===== src/hdl/dqpb_pkg.sv =====
// ----------------------------------------------------------------------------
// dqpb_pkg
// Shared types and constants of the DNS query packet builder: channel
// payloads, controller/datapath command and status, register indexes.
// ----------------------------------------------------------------------------
package dqpb_pkg;

	// label buffer geometry
	localparam int MAX_LABEL   = 63;
	localparam int STORE_DEPTH = 64;
	localparam int ADDR_W      = 6;
	localparam int LEN_W       = 6;
	localparam int CNT_W       = 6;

	// byte positions of the fixed sequences
	localparam logic [CNT_W-1:0] HDR_LAST  = CNT_W'(11);
	localparam logic [CNT_W-1:0] TERM_LAST = CNT_W'(4);

	// question count written into the header
	localparam logic [15:0] QD_COUNT = 16'h0001;

	// label separator
	localparam logic [7:0] CHAR_DOT = 8'h2e;

	// input opcodes
	localparam logic OP_CHAR = 1'b0;
	localparam logic OP_END  = 1'b1;

	// configuration register indexes
	localparam int CFG_IDX_W = 2;
	localparam logic [CFG_IDX_W-1:0] REG_TRANSACTION_ID = 2'd0;
	localparam logic [CFG_IDX_W-1:0] REG_HEADER_FLAGS   = 2'd1;
	localparam logic [CFG_IDX_W-1:0] REG_QUERY_TYPE     = 2'd2;
	localparam logic [CFG_IDX_W-1:0] REG_QUERY_CLASS    = 2'd3;

	// configuration reset values
	localparam logic [15:0] RST_TRANSACTION_ID = 16'h4242;
	localparam logic [15:0] RST_HEADER_FLAGS   = 16'h0100;
	localparam logic [15:0] RST_QUERY_TYPE     = 16'h0001;
	localparam logic [15:0] RST_QUERY_CLASS    = 16'h0001;

	// byte source select
	localparam logic [1:0] SEL_HDR  = 2'd0;
	localparam logic [1:0] SEL_LEN  = 2'd1;
	localparam logic [1:0] SEL_DATA = 2'd2;
	localparam logic [1:0] SEL_TERM = 2'd3;

	typedef struct packed {
		logic       opcode;
		logic [7:0] name_char;
	} dqpb_in_t;

	typedef struct packed {
		logic [7:0] byte_first;
		logic [7:0] byte_second;
		logic       pair_valid;
		logic       label_overflow;
		logic       run_last;
		logic       packet_end;
	} dqpb_out_t;

	// controller to datapath
	typedef struct packed {
		logic              accept;
		logic              byte_valid;
		logic [1:0]        byte_sel;
		logic [CNT_W-1:0]  cnt;
		logic              last;
		logic [ADDR_W-1:0] rd_addr;
		logic              clear_label;
		logic              close_query;
	} dqpb_cmd_t;

	// datapath to controller
	typedef struct packed {
		logic             hdr_needed;
		logic [LEN_W-1:0] label_len;
		logic             byte_take;
	} dqpb_stat_t;

endpackage


===== src/hdl/dqpb_ram.sv =====
// ----------------------------------------------------------------------------
// dqpb_ram
// Generic single write port, single read port RAM with registered read data.
// ----------------------------------------------------------------------------
module dqpb_ram #(
	parameter int WIDTH = 8,
	parameter int DEPTH = 64
) (
	input  logic                     clk,
	input  logic                     we,
	input  logic [$clog2(DEPTH)-1:0] waddr,
	input  logic [WIDTH-1:0]         wdata,
	input  logic [$clog2(DEPTH)-1:0] raddr,
	output logic [WIDTH-1:0]         rdata
);

	logic [WIDTH-1:0] mem_q [DEPTH];

	// write port
	always_ff @(posedge clk) begin
		if (we) begin
			mem_q[waddr] <= wdata;
		end
	end

	// registered read port
	always_ff @(posedge clk) begin
		rdata <= mem_q[raddr];
	end

endmodule


===== src/hdl/dqpb_ctrl.sv =====
// ----------------------------------------------------------------------------
// dqpb_ctrl
// Packet builder sequencer: takes an input transaction, walks the header,
// length byte, label data and trailer one byte per cycle unless stalled.
// ----------------------------------------------------------------------------
module dqpb_ctrl (
	input  logic                 clk,
	input  logic                 arst_n,
	input  logic                 name_valid,
	output logic                 name_ready,
	input  dqpb_pkg::dqpb_in_t   name_item,
	input  dqpb_pkg::dqpb_stat_t stat,
	output dqpb_pkg::dqpb_cmd_t  cmd
);
	import dqpb_pkg::*;

	localparam logic [2:0] ST_IDLE = 3'd0;
	localparam logic [2:0] ST_HDR  = 3'd1;
	localparam logic [2:0] ST_LEN  = 3'd2;
	localparam logic [2:0] ST_DATA = 3'd3;
	localparam logic [2:0] ST_TERM = 3'd4;

	logic [2:0]        state_q, state_d;
	logic [CNT_W-1:0]  cnt_q, cnt_d;
	logic              flush_q, flush_d;
	logic              end_q, end_d;
	logic              accept;
	logic              is_dot;
	logic              last;
	logic              data_last;
	logic [ADDR_W-1:0] rd_addr;
	logic [1:0]        byte_sel;

	assign name_ready = (state_q == ST_IDLE);
	assign accept     = name_valid & name_ready;
	assign is_dot     = (name_item.opcode == OP_CHAR) && (name_item.name_char == CHAR_DOT);
	assign data_last  = (cnt_q == CNT_W'(stat.label_len - LEN_W'(1)));

	// next state and byte sequencing
	always_comb begin
		state_d  = state_q;
		cnt_d    = cnt_q;
		flush_d  = flush_q;
		end_d    = end_q;
		last     = 1'b0;
		rd_addr  = '0;
		byte_sel = SEL_HDR;
		case (state_q)
			ST_IDLE: begin
				if (accept) begin
					end_d   = (name_item.opcode == OP_END);
					flush_d = is_dot || ((name_item.opcode == OP_END) && (stat.label_len != '0));
					cnt_d   = '0;
					if (stat.hdr_needed) begin
						state_d = ST_HDR;
					end else if (flush_d) begin
						state_d = ST_LEN;
					end else if (end_d) begin
						state_d = ST_TERM;
					end
				end
			end
			ST_HDR: begin
				byte_sel = SEL_HDR;
				last     = (cnt_q == HDR_LAST) && !flush_q && !end_q;
				if (stat.byte_take) begin
					if (cnt_q == HDR_LAST) begin
						cnt_d = '0;
						if (flush_q) begin
							state_d = ST_LEN;
						end else if (end_q) begin
							state_d = ST_TERM;
						end else begin
							state_d = ST_IDLE;
						end
					end else begin
						cnt_d = cnt_q + CNT_W'(1);
					end
				end
			end
			ST_LEN: begin
				byte_sel = SEL_LEN;
				last     = (stat.label_len == '0) && !end_q;
				if (stat.byte_take) begin
					cnt_d = '0;
					if (stat.label_len != '0) begin
						state_d = ST_DATA;
					end else if (end_q) begin
						state_d = ST_TERM;
					end else begin
						state_d = ST_IDLE;
					end
				end
			end
			ST_DATA: begin
				byte_sel = SEL_DATA;
				last     = data_last && !end_q;
				// address one ahead so the registered read lines up
				rd_addr  = stat.byte_take ? ADDR_W'(cnt_q + CNT_W'(1)) : ADDR_W'(cnt_q);
				if (stat.byte_take) begin
					if (data_last) begin
						cnt_d   = '0;
						state_d = end_q ? ST_TERM : ST_IDLE;
					end else begin
						cnt_d = cnt_q + CNT_W'(1);
					end
				end
			end
			ST_TERM: begin
				byte_sel = SEL_TERM;
				last     = (cnt_q == TERM_LAST);
				if (stat.byte_take) begin
					if (cnt_q == TERM_LAST) begin
						cnt_d   = '0;
						state_d = ST_IDLE;
					end else begin
						cnt_d = cnt_q + CNT_W'(1);
					end
				end
			end
			default: begin
				state_d = ST_IDLE;
			end
		endcase
	end

	// state registers
	always_ff @(posedge clk or negedge arst_n) begin
		if (!arst_n) begin
			state_q <= ST_IDLE;
			cnt_q   <= '0;
			flush_q <= 1'b0;
			end_q   <= 1'b0;
		end else begin
			state_q <= state_d;
			cnt_q   <= cnt_d;
			flush_q <= flush_d;
			end_q   <= end_d;
		end
	end

	// command to datapath
	always_comb begin
		cmd             = '0;
		cmd.accept      = accept;
		cmd.byte_valid  = (state_q != ST_IDLE);
		cmd.byte_sel    = byte_sel;
		cmd.cnt         = cnt_q;
		cmd.last        = last;
		cmd.rd_addr     = rd_addr;
		cmd.clear_label = (state_q != ST_IDLE) && stat.byte_take && last && (flush_q || end_q);
		cmd.close_query = (state_q != ST_IDLE) && stat.byte_take && last && end_q;
	end

endmodule


===== src/hdl/dqpb_datapath.sv =====
// ----------------------------------------------------------------------------
// dqpb_datapath
// Configuration registers, label buffer and label state, byte source mux,
// byte pairing and the result output register.
// ----------------------------------------------------------------------------
module dqpb_datapath (
	input  logic                                 clk,
	input  logic                                 arst_n,
	input  logic                                 cfg_valid,
	output logic                                 cfg_ready,
	input  logic [dqpb_pkg::CFG_IDX_W-1:0]       cfg_index,
	input  logic [15:0]                          cfg_data,
	input  dqpb_pkg::dqpb_in_t                   name_item,
	output logic                                 pkt_valid,
	input  logic                                 pkt_ready,
	output dqpb_pkg::dqpb_out_t                  pkt_item,
	input  dqpb_pkg::dqpb_cmd_t                  cmd,
	output dqpb_pkg::dqpb_stat_t                 stat
);
	import dqpb_pkg::*;

	logic [15:0]       txn_id_q;
	logic [15:0]       flags_q;
	logic [15:0]       qtype_q;
	logic [15:0]       qclass_q;
	logic [LEN_W-1:0]  label_len_q;
	logic              ovf_q;
	logic              open_q;
	logic              end_item_q;
	logic              half_valid_q;
	logic [7:0]        half_byte_q;
	logic              half_flag_q;
	logic              pkt_valid_q;
	dqpb_out_t         pkt_item_q;
	logic              store_char;
	logic              ram_we;
	logic [7:0]        ram_rdata;
	logic [7:0]        cur_byte;
	logic              cur_flag;
	logic              emit;
	logic              out_free;
	logic              take;

	// configuration writes
	assign cfg_ready = 1'b1;

	always_ff @(posedge clk or negedge arst_n) begin
		if (!arst_n) begin
			txn_id_q <= RST_TRANSACTION_ID;
			flags_q  <= RST_HEADER_FLAGS;
			qtype_q  <= RST_QUERY_TYPE;
			qclass_q <= RST_QUERY_CLASS;
		end else if (cfg_valid) begin
			case (cfg_index)
				REG_TRANSACTION_ID: txn_id_q <= cfg_data;
				REG_HEADER_FLAGS:   flags_q  <= cfg_data;
				REG_QUERY_TYPE:     qtype_q  <= cfg_data;
				REG_QUERY_CLASS:    qclass_q <= cfg_data;
				default: ;
			endcase
		end
	end

	// label character buffering
	assign store_char = cmd.accept && (name_item.opcode == OP_CHAR)
		&& (name_item.name_char != CHAR_DOT);
	assign ram_we     = store_char && (label_len_q < LEN_W'(MAX_LABEL));

	dqpb_ram #(
		.WIDTH (8),
		.DEPTH (STORE_DEPTH)
	) u_label_store (
		.clk   (clk),
		.we    (ram_we),
		.waddr (ADDR_W'(label_len_q)),
		.wdata (name_item.name_char),
		.raddr (cmd.rd_addr),
		.rdata (ram_rdata)
	);

	// label and query state
	always_ff @(posedge clk or negedge arst_n) begin
		if (!arst_n) begin
			label_len_q <= '0;
			ovf_q       <= 1'b0;
			open_q      <= 1'b0;
			end_item_q  <= 1'b0;
		end else begin
			if (cmd.accept) begin
				open_q     <= 1'b1;
				end_item_q <= (name_item.opcode == OP_END);
			end else if (cmd.close_query) begin
				open_q <= 1'b0;
			end
			if (ram_we) begin
				label_len_q <= label_len_q + LEN_W'(1);
			end else if (store_char) begin
				ovf_q <= 1'b1;
			end else if (cmd.clear_label) begin
				label_len_q <= '0;
				ovf_q       <= 1'b0;
			end
		end
	end

	// byte source mux
	always_comb begin
		cur_byte = 8'h00;
		cur_flag = 1'b0;
		case (cmd.byte_sel)
			SEL_HDR: begin
				case (cmd.cnt)
					CNT_W'(0): cur_byte = txn_id_q[15:8];
					CNT_W'(1): cur_byte = txn_id_q[7:0];
					CNT_W'(2): cur_byte = flags_q[15:8];
					CNT_W'(3): cur_byte = flags_q[7:0];
					CNT_W'(4): cur_byte = QD_COUNT[15:8];
					CNT_W'(5): cur_byte = QD_COUNT[7:0];
					default:   cur_byte = 8'h00;
				endcase
			end
			SEL_LEN: begin
				cur_byte = 8'(label_len_q);
				cur_flag = ovf_q;
			end
			SEL_DATA: begin
				cur_byte = ram_rdata;
				cur_flag = ovf_q;
			end
			SEL_TERM: begin
				case (cmd.cnt)
					CNT_W'(1): cur_byte = qtype_q[15:8];
					CNT_W'(2): cur_byte = qtype_q[7:0];
					CNT_W'(3): cur_byte = qclass_q[15:8];
					CNT_W'(4): cur_byte = qclass_q[7:0];
					default:   cur_byte = 8'h00;
				endcase
			end
			default: ;
		endcase
	end

	// byte pairing handshake
	assign out_free = !pkt_valid_q || pkt_ready;
	assign emit     = half_valid_q || cmd.last;
	assign take     = cmd.byte_valid && (!emit || out_free);

	always_ff @(posedge clk or negedge arst_n) begin
		if (!arst_n) begin
			half_valid_q <= 1'b0;
			pkt_valid_q  <= 1'b0;
		end else begin
			if (take && emit) begin
				half_valid_q <= 1'b0;
				pkt_valid_q  <= 1'b1;
			end else begin
				if (take) begin
					half_valid_q <= 1'b1;
				end
				if (pkt_ready) begin
					pkt_valid_q <= 1'b0;
				end
			end
		end
	end

	// pairing payload
	always_ff @(posedge clk) begin
		if (take && !emit) begin
			half_byte_q <= cur_byte;
			half_flag_q <= cur_flag;
		end
		if (take && emit) begin
			if (half_valid_q) begin
				pkt_item_q.byte_first     <= half_byte_q;
				pkt_item_q.byte_second    <= cur_byte;
				pkt_item_q.pair_valid     <= 1'b1;
				pkt_item_q.label_overflow <= half_flag_q | cur_flag;
			end else begin
				pkt_item_q.byte_first     <= cur_byte;
				pkt_item_q.byte_second    <= 8'h00;
				pkt_item_q.pair_valid     <= 1'b0;
				pkt_item_q.label_overflow <= cur_flag;
			end
			pkt_item_q.run_last   <= cmd.last;
			pkt_item_q.packet_end <= cmd.last & end_item_q;
		end
	end

	assign pkt_valid = pkt_valid_q;
	assign pkt_item  = pkt_item_q;

	// status to controller
	always_comb begin
		stat            = '0;
		stat.hdr_needed = !open_q;
		stat.label_len  = label_len_q;
		stat.byte_take  = take;
	end

endmodule


===== src/hdl/dns_query_packet_builder.sv =====
// ----------------------------------------------------------------------------
// dns_query_packet_builder
// Builds a DNS query packet from a hostname streamed one character at a time.
// ----------------------------------------------------------------------------
// Usage:
//   name channel (name_valid/name_ready/name_item): one hostname character or
//   the end marker per transaction. pkt channel (pkt_valid/pkt_ready/pkt_item):
//   packet bytes, up to two per transaction, run_last on the last one of an input
//   transaction and packet_end on the last one of the packet. cfg channel
//   writes the id, flags, type and class words; write it only while idle.
//   Flow: the sequencer makes one packet byte per cycle unless the output
//   register stalls it; name_ready stays low after an input transaction is
//   taken until all of its bytes are taken (12 for the header, label length
//   + 1 for a flushed label, 5 for the trailer); a character that causes no
//   byte leaves name_ready high. Two bytes, or the last byte of an input
//   transaction, make one result in the output register.
//   A finished result sits in the output register, so the next character is
//   taken while it waits. When pkt_ready is low the sequencer holds a byte
//   that would complete a result until the output register frees up.
//   Reset: configuration returns to 0x4242/0x0100/1/1, the label is empty and
//   the next transaction opens a new packet with its header. The label buffer
//   content is not cleared and needs no clearing pass.
// ----------------------------------------------------------------------------
module dns_query_packet_builder (
	input  logic                           clk,
	input  logic                           arst_n,
	input  logic                           cfg_valid,
	output logic                           cfg_ready,
	input  logic [dqpb_pkg::CFG_IDX_W-1:0] cfg_index,
	input  logic [15:0]                    cfg_data,
	input  logic                           name_valid,
	output logic                           name_ready,
	input  dqpb_pkg::dqpb_in_t             name_item,
	output logic                           pkt_valid,
	input  logic                           pkt_ready,
	output dqpb_pkg::dqpb_out_t            pkt_item
);
	import dqpb_pkg::*;

	dqpb_cmd_t  cmd;
	dqpb_stat_t stat;

	// sequencer
	dqpb_ctrl u_ctrl (
		.clk        (clk),
		.arst_n     (arst_n),
		.name_valid (name_valid),
		.name_ready (name_ready),
		.name_item  (name_item),
		.stat       (stat),
		.cmd        (cmd)
	);

	// datapath
	dqpb_datapath u_datapath (
		.clk       (clk),
		.arst_n    (arst_n),
		.cfg_valid (cfg_valid),
		.cfg_ready (cfg_ready),
		.cfg_index (cfg_index),
		.cfg_data  (cfg_data),
		.name_item (name_item),
		.pkt_valid (pkt_valid),
		.pkt_ready (pkt_ready),
		.pkt_item  (pkt_item),
		.cmd       (cmd),
		.stat      (stat)
	);

	// packet end only on the last result of a transaction
	assert property (@(posedge clk) disable iff (!arst_n)
		pkt_valid && pkt_item.packet_end |-> pkt_item.run_last)
		else $error("packet_end without run_last");

	// a single byte result only closes a transaction and carries a zero second byte
	assert property (@(posedge clk) disable iff (!arst_n)
		pkt_valid && !pkt_item.pair_valid |-> pkt_item.run_last && (pkt_item.byte_second == 8'h00))
		else $error("unpaired byte inside a transaction");

	// no new transaction while a byte sequence is running
	assert property (@(posedge clk) disable iff (!arst_n)
		name_ready |-> !cmd.byte_valid)
		else $error("input taken during byte sequence");

	// a taken end marker leaves the label empty once its bytes are done
	assert property (@(posedge clk) disable iff (!arst_n)
		cmd.close_query |=> stat.hdr_needed && (stat.label_len == '0))
		else $error("query not closed after end marker");

endmodule

===== config.mk =====
export PLATFORM = sky130hd
export DESIGN_NAME = dns_query_packet_builder
export DESIGN_NICKNAME = d
export VERILOG_FILES = /design/src/hdl/dqpb_pkg.sv /design/src/hdl/dqpb_ram.sv /design/src/hdl/dqpb_ctrl.sv /design/src/hdl/dqpb_datapath.sv /design/src/hdl/dns_query_packet_builder.sv
export SDC_FILE = /design/constraint.sdc
export NUM_CORES = 1
export LEC_CHECK = 0
export BUFFER_PORTS_ARGS = -buffer_cell sky130_fd_sc_hd__buf_2
export CAP_MARGIN = 15
export CORE_MARGIN = 8
export CORE_UTILIZATION = 62
export DETAILED_ROUTE_END_ITERATION = 7
export PLACE_DENSITY = 0.91
export SYNTH_ARGS = -nofsm -noshare
export SYNTH_HDL_FRONTEND = slang
export SYNTH_HIERARCHICAL = 1
export SYNTH_SLANG_ARGS = --single-unit
export TNS_END_PERCENT = 20

===== constraint.sdc =====
create_clock -name clk -period 5.9 [get_ports clk]
set_clock_uncertainty 0.05 [all_clocks]
set_input_delay 0.885 -clock clk [delete_from_list [all_inputs] [get_ports clk]]
set_output_delay 0.885 -clock clk [all_outputs]
set_load 0.01 [all_outputs]

==> flow_summary.toml, run 1 <==
[status]
status = "completed"

[cells_and_area]
areaGrowthSynthToFinish_pct = 11.1
drive_gt1_share_pct = 27.3
insertedDiodeCount = 0
final_nets = 1585
final_util_pct = 69.7
final_area_sq_mm = 0.0292

[grt]
grt-ovfl-total = 0
grt_pass1_wl_microns = 96300
grt_antenna_before_repair = 1
grt_max_degree = 87
grt_pass1_vias = 15100
grt_usage_pct = 25.7

[timing]
period_share_pct = 94.8
fin_crit_ns = 5.59
tns_ns = 0
slew_headroom_pct = 25.1
worst_pin_slew_ns = 1.12
drv_slew = 0
max_freq_ghz = 0.179
setup-violations-final = 0
rsz0062_at_grt = "no"
hold_violations = 0

[worst_setup_path]
critPathMostFrequentCell = "buf_4"
required_ns = 6.32
cp_slowest_cell = "dfrtp_1"
start_kind = "flip-flop"
worstSetupEndpointType = "flip-flop"
max_stage_delay_ns = 0.58
arrival_ns = 6.02
critPathKind = "reg -> reg"
path_cells = "inv_1 -> ha_1 -> or3b_1 -> a211oi_2 -> o211a_1 -> a21boi_0 -> o22ai_1 -> nor3b_1 -> buf_4 -> nand2b_1 -> xnor2_1 -> nor2_4 -> buf_12 -> buf_4 -> mux4_2 -> mux2i_1 -> a21oi_1 -> o21ai_1 -> o41ai_1"
crit_fanout = 37

[clock_network]
cts_max_level = 2
clockRootBuffer = "clkbuf_16"
clkSinkCount = 635
clk_pin_slew_ns = 0.06
cts_tree = "yes"
clock_path_buffers = 3
clk-insertion-delay-late_ns = 0.62
cts_buffers = 58

[yosys]
synthTopCellsByArea = "edfxtp_1 62%, mux4_2 11%, dfrtp_1 7.5%"
synthCells = 1468
synthFlopType = "edfxtp_1"
yosysTopAreaCell = "edfxtp_1"
yosys.area.top_type_share_pct = 61.9
ys_async_sr_fraction_pct = 13.5
synth_cell_types = 79
synth.yosys.warnings = 6
syn-num-nets = 1508
syn_area_sq_mm = 0.0263
avgSynthCellArea_sq_um = 17.9
synth-edff-count = 541
ys_seq_area_share_pct = 70.7
ys_ff_latch = 635

[floorplan]
die_x_microns = 222
die_y_microns = 222
rows = 75
core-area_sq_mm = 0.0419
dieArea_sq_mm = 0.0492
pin_count = 55
initial_utilization_pct = 62.7

[detailed_routing]
wl_per_cell_microns = 30.0
detail-route-antenna-nets = 0
vias = 15200
drc = 0
dr.pass1.iters = 6
drtIter0Drc = 2453
via_per_inst = 7.11
drt_wl_total_microns = 64100

[place]
post-dp-hpwl_microns = 37000
port_buffers = 53
placed_area_sq_mm = 0.0271
gp_congestion = 0.902

[power_and_ir_drop]
power_density_mw_per_mm2 = 372
irDropWorstVdd_mv = 0.247
power.leakage_nw = 9.51

[run]
cap_violations = 0

[min_path]
holdCritPathClass = "in -> async"
per-stage QoR:
step / worst slack (ns) / hold slack, ns / total power [mW] / cells
CTS: 0.138 / 0.430 / 10.8 / 2124
global route: 0.0813 / 0.0750 / 11.2 / 2134
finish: 0.309 / 0.0839 / 10.8 / 2134
floorplan: 0.802 / 0.408 / 6.60 / 1468
detailed placement: 0.340 / 0.437 / 7.10 / 2014
global placement: 0.554 / 0.431 / 7.01 / 2014
power by group:
part	leakage (nW)	switching (mW)	internal, mW	total (mW)
clock network	0.929	1.62	2.14	3.76
registers	5.98	0.208	5.21	5.42
logic	2.61	1.00	0.663	1.67
flip-flops by register name, indices dropped and copies added (netlist names):
name	count
u_datapath/txn_id_q	16
u_datapath/u_label_store/rdata	8
u_datapath/end_item_q	1
u_datapath/half_byte_q	8
u_datapath/ovf_q	1
u_ctrl/state_q	3
u_datapath/label_len_q	6
u_ctrl/cnt_q	6
u_ctrl/flush_q	1
u_datapath/half_flag_q	1
u_ctrl/end_q	1
u_datapath/open_q	1
u_datapath/u_label_store/mem_q	512
u_datapath/half_valid_q	1
u_datapath/pkt_item	20
u_datapath/flags_q	16
u_datapath/qclass_q	16
u_datapath/pkt_valid	1
u_datapath/qtype_q	16
path summary, 6_finish.rpt:
| path | start | to | slack [ns] | cells past startpoint |
|---|---|---|---|---|
| worst max-delay path | u_datapath/label_len_q[0] | u_datapath/u_label_store/rdata[3] | 0.31 | 19 |
| worst min-delay path | arst_n | u_datapath/end_item_q | 0.08 | 1 |
| worst max register to register | u_datapath/label_len_q[0] | u_datapath/u_label_store/rdata[3] | 0.31 | 19 |
| worst min register to register | u_datapath/qtype_q[10] | u_datapath/qtype_q[10] | 0.45 | 1 |
| max in group asynchronous | arst_n | u_datapath/txn_id_q[6] | 5.04 | 2 |
| min in group clk | u_datapath/qtype_q[10] | u_datapath/qtype_q[10] | 0.45 | 1 |
repair_timing:
| item | CTS | global route |
|---|---|---|
| resized for setup | 0 | 2 |
| setup endpoints to repair | 0 | 4 |
| hold buffers | 0 | 0 |
| buffers inserted | 0 | 9 |
| hold endpoints to repair | 0 | 0 |
routing by layer:
metal / part of all wire (%) / GRT usage [%] / up-vias
met5: 0.017 / 0 / -
met4: 5.7 / 12.1 / 2
met3: 11 / 7.01 / 286
met2: 48 / 41.6 / 1251
met1: 35 / 32.3 / 7596
li1: - / - / 6046
final cells by class:
cell class / count / area (sq um)
clock buffer: 69 / 1510
clock inverter: 41 / 400
fill: 2369 / 12700
inverter: 19 / 71.3
multi-input combinational: 729 / 7200
sequential: 635 / 18600
tap: 539 / 674
timing repair buffer: 102 / 756
logic make-up (layout without fill, tap and decap cells):
logic type / after synthesis / count (layout) / share of synthesized area, %
flip-flops: 635 / 635 / 70.7
AND/OR/NAND/NOR: 304 / 304 / 5.81
AO/OA/AOI/OAI: 151 / 151 / 4.20
adder cells (fa/ha/maj): 8 / 8 / 0.381
buffers and inverters: 104 / 231 / 2.07
other: 1 / 1 / 0.0143
XOR/XNOR: 12 / 12 / 0.400
multiplexers: 253 / 253 / 16.4
critical path, delay by kind of cell, from the launching register on:
family,cells,cell delay (ns)
flops,1,0.58
compound gates,7,1.38
xor+xnor,1,0.26
fa+ha+maj,1,0.24
buf+inv,4,0.98
mux,2,0.84
simple gates,4,1.09
placed cells by master (no fill, tap or decap), types with 25 or more instances in the layout:
master	Yosys	layout
a21oi_1	25	25
buf_2	18	52
buf_4	18	41
clkbuf_16	0	58
dfrtp_1	79	79
edfxtp_1	541	541
mux2_2	80	80
mux2i_1	37	37
mux4_2	133	133
nand2_1	47	47
nand3_1	26	26
nor2_1	111	106
cells in the mapped netlist (4+ instances only):
library cell	count
edfxtp_1	541
buf_4	18
ha_1	8
nand3b_1	5
mux4_2	133
inv_1	18
nor3_1	23
a221oi_1	6
nor2_1	111
nand2_1	47
mux2_2	80
clkbuf_1	39
a31oi_1	11
o31ai_1	12
mux2i_1	37
o22ai_1	12
buf_1	4
buf_6	4
dfrtp_1	79
or3_1	4
xor2_1	7
nor2b_1	20
nor3b_1	4
buf_2	18
dfstp_2	7
a22oi_1	9
nand2b_1	14
a21oi_1	25
o221ai_1	9
o21ai_0	9
nor4_1	4
nand3_1	26
dfxtp_1	8
nand4b_1	10
and2_1	5
xnor2_1	5
a211oi_1	6
a21o_1	5
nand4_1	7
and3_1	10
Note: power is estimated with default switching activity, not from simulation.
==> run 2, diff against run 1 <==
--- a/config.mk
+++ b/config.mk
@@ -8,9 +8,10 @@
 export BUFFER_PORTS_ARGS = -buffer_cell sky130_fd_sc_hd__buf_2
 export CAP_MARGIN = 15
 export CORE_MARGIN = 8
-export CORE_UTILIZATION = 62
+export CORE_UTILIZATION = 65
+export CTS_BUF_LIST = sky130_fd_sc_hd__clkbuf_8
 export DETAILED_ROUTE_END_ITERATION = 7
-export PLACE_DENSITY = 0.91
+export PLACE_DENSITY = 0.94
 export SYNTH_ARGS = -nofsm -noshare
 export SYNTH_HDL_FRONTEND = slang
 export SYNTH_HIERARCHICAL = 1
==> run 2 against run 1 <==
Net effect: utilization is 3.0 points higher; register-to-register slack got worse by 0.08 ns; clock power fell by 11%; cell count grew 2.2%; setup slack worse by 0.078 ns; critical path depth increased by 1; clock-buffer cell count increased by 36; via count shrank 0.78%.
==> flow_summary.toml, run 2 (synthesis results as in run 1) <==
[timing]
setup-violations-final = 0
max_freq_ghz = 0.176
drv_slew = 0
fin_crit_ns = 5.67
rsz0062_at_grt = "no"
tns_ns = 0
worst_pin_slew_ns = 1.14
hold_violations = 0
slew_headroom_pct = 23.2
period_share_pct = 96.1

[grt]
grt_pass1_wl_microns = 93000
grt_usage_pct = 26.2
grt_pass1_vias = 15100
grt_max_degree = 87
grt-ovfl-total = 0
grt_antenna_before_repair = 0

[clock_network]
cts_setup_buffers = 0
cts_buffers = 94
clkSinkCount = 635
clock_path_buffers = 3
cts_max_level = 3
clockRootBuffer = "clkbuf_8"
cts_tree = "yes"
clk_pin_slew_ns = 0.07
clk-insertion-delay-late_ns = 0.68

[cells_and_area]
drive_gt1_share_pct = 28.3
largest_reg_flops = 512
final_cell_mix = "541 x edfxtp_1, 133 x mux4_2, 106 x nor2_1, 105 x clkbuf_8, 80 x mux2_2"
areaGrowthSynthToFinish_pct = 10.3
final_common_cell = "edfxtp_1"
fillerInstances = 2161
final_nets = 1619
insertedDiodeCount = 0
top_register = "u_datapath/u_label_store/mem_q"

[floorplan]
initial_utilization_pct = 65.9
pin_count = 55
core-area_sq_mm = 0.0398
dieArea_sq_mm = 0.0471
die_y_microns = 217
rows = 73
die_x_microns = 217

[worst_setup_path]
r2r_slack_ns = 0.23
path_cells = "inv_1 -> ha_1 -> or3b_1 -> a211oi_2 -> o211a_1 -> a21boi_0 -> o22ai_1 -> nor3b_1 -> buf_4 -> nand2b_2 -> xnor2_1 -> nor2_4 -> buf_12 -> buf_4 -> buf_4 -> mux4_2 -> nor2_1 -> nor4_1 -> nor3_1 -> o32ai_1"
critPathKind = "reg -> reg"
start_kind = "flip-flop"
r2r-end = "u_datapath/u_label_store/rdata[6]"
max_stage_delay_ns = 0.58
r2r_start = "u_datapath/label_len_q[0]"
required_ns = 6.38
crit_fanout = 24
arrival_ns = 6.15
critPathMostFrequentCell = "buf_4"
crit_buf_inv = 5
cp_slowest_cell = "dfrtp_1"
path_delay_family = "simple AND/OR/NAND/NOR gates"
worstSetupEndpointType = "flip-flop"
rr_worst_depth = 20

[detailed_routing]
via_per_inst = 6.91
drt_wl_total_microns = 62100
wl_per_cell_microns = 28.5
detail-route-antenna-nets = 0
dr.pass1.iters = 8
vias = 15100
drc = 0
drtIter0Drc = 2106

[power_and_ir_drop]
total_power_mw = 10.5
power_density_mw_per_mm2 = 361
power.leakage_nw = 9.60
irDropWorstVdd_mv = 0.288

[status]
status = "completed"

[run]
cap_violations = 0

[min_path]
holdCritPathClass = "in -> async"

[place]
post-dp-hpwl_microns = 38600
port_buffers = 53
gp_congestion = 0.899
-- run 2: layer usage --
metal / routed length, microns / track usage [%]
met5: 0 / 0
met3: 7630 / 6.45
met2: 30100 / 41.3
met4: 2400 / 11.0
met1: 21900 / 35.2
-- run 2: worst max-delay path by stage --
| stage | from | end | slack (ns) | depth (start not counted) |
|---|---|---|---|---|
| finish | u_datapath/label_len_q[0] | u_datapath/u_label_store/rdata[6] | 0.23 | 20 |
| CTS | u_datapath/label_len_q[0] | u_datapath/u_label_store/rdata[6] | 0.19 | 20 |
| detailed placement | u_datapath/label_len_q[0] | u_datapath/u_label_store/rdata[6] | 0.25 | 20 |
| global placement | u_datapath/label_len_q[0] | u_datapath/u_label_store/rdata[6] | 0.61 | 20 |
| global route | u_datapath/label_len_q[0] | u_datapath/u_label_store/rdata[6] | 0.03 | 20 |
| floorplan | u_datapath/label_len_q[0] | u_datapath/u_label_store/rdata[3] | 0.80 | 20 |
-- run 2: what timing repair did --
action / in CTS / in global routing
endpoints found under the hold margin: 0 / 0
hold buffers: 0 / 0
gates resized for setup: 0 / 1
setup endpoints to repair: 0 / 4
-- run 2: power breakdown --
| part | internal, mW | switching [mW] | leakage, nW | total, mW |
|---|---|---|---|---|
| registers | 5.21 | 0.181 | 5.98 | 5.40 |
| logic | 0.667 | 1.04 | 2.58 | 1.70 |
| clock network | 1.69 | 1.67 | 1.04 | 3.35 |
| total | 7.57 | 2.88 | 9.60 | 10.5 |
-- run 2: area by class of cell --
cell class | count | area [sq um] | share of cell area, %
clock buffers | 105 | 1450 | 4.99
inverters | 19 | 71.3 | 0.246
well taps | 525 | 657 | 2.27
multi-input cells | 729 | 7190 | 24.8
flip-flops and latches | 635 | 18600 | 64.1
clock inverters | 67 | 334 | 1.15
repair buffers | 100 | 699 | 2.42
-- run 2: metrics by stage --
stage | cell area (sq um) | hold WS (ns) | instances | worst slack (ns) | util (%)
floorplan | 26300 | 0.408 | 1468 | 0.802 | -
finish | 29000 | 0.144 | 2180 | 0.231 | 72.7
global placement | 27100 | 0.430 | 2006 | 0.606 | 68.2
detailed placement | 27100 | 0.440 | 2006 | 0.251 | 68.2
global route | 29000 | 0.166 | 2180 | 0.0320 | 72.7
CTS | 28900 | 0.375 | 2178 | 0.193 | 72.6
-- run 2: worst reg2reg max path, cell delays in order (launching register included) --
cell	delay, ns
dfrtp_1	0.58
inv_1	0.16
ha_1	0.23
or3b_1	0.38
a211oi_2	0.23
o211a_1	0.23
a21boi_0	0.11
o22ai_1	0.36
nor3b_1	0.10
buf_4	0.19
nand2b_2	0.33
xnor2_1	0.23
nor2_4	0.20
buf_12	0.27
buf_4	0.32
buf_4	0.22
mux4_2	0.50
nor2_1	0.13
nor4_1	0.07
nor3_1	0.46
o32ai_1	0.17
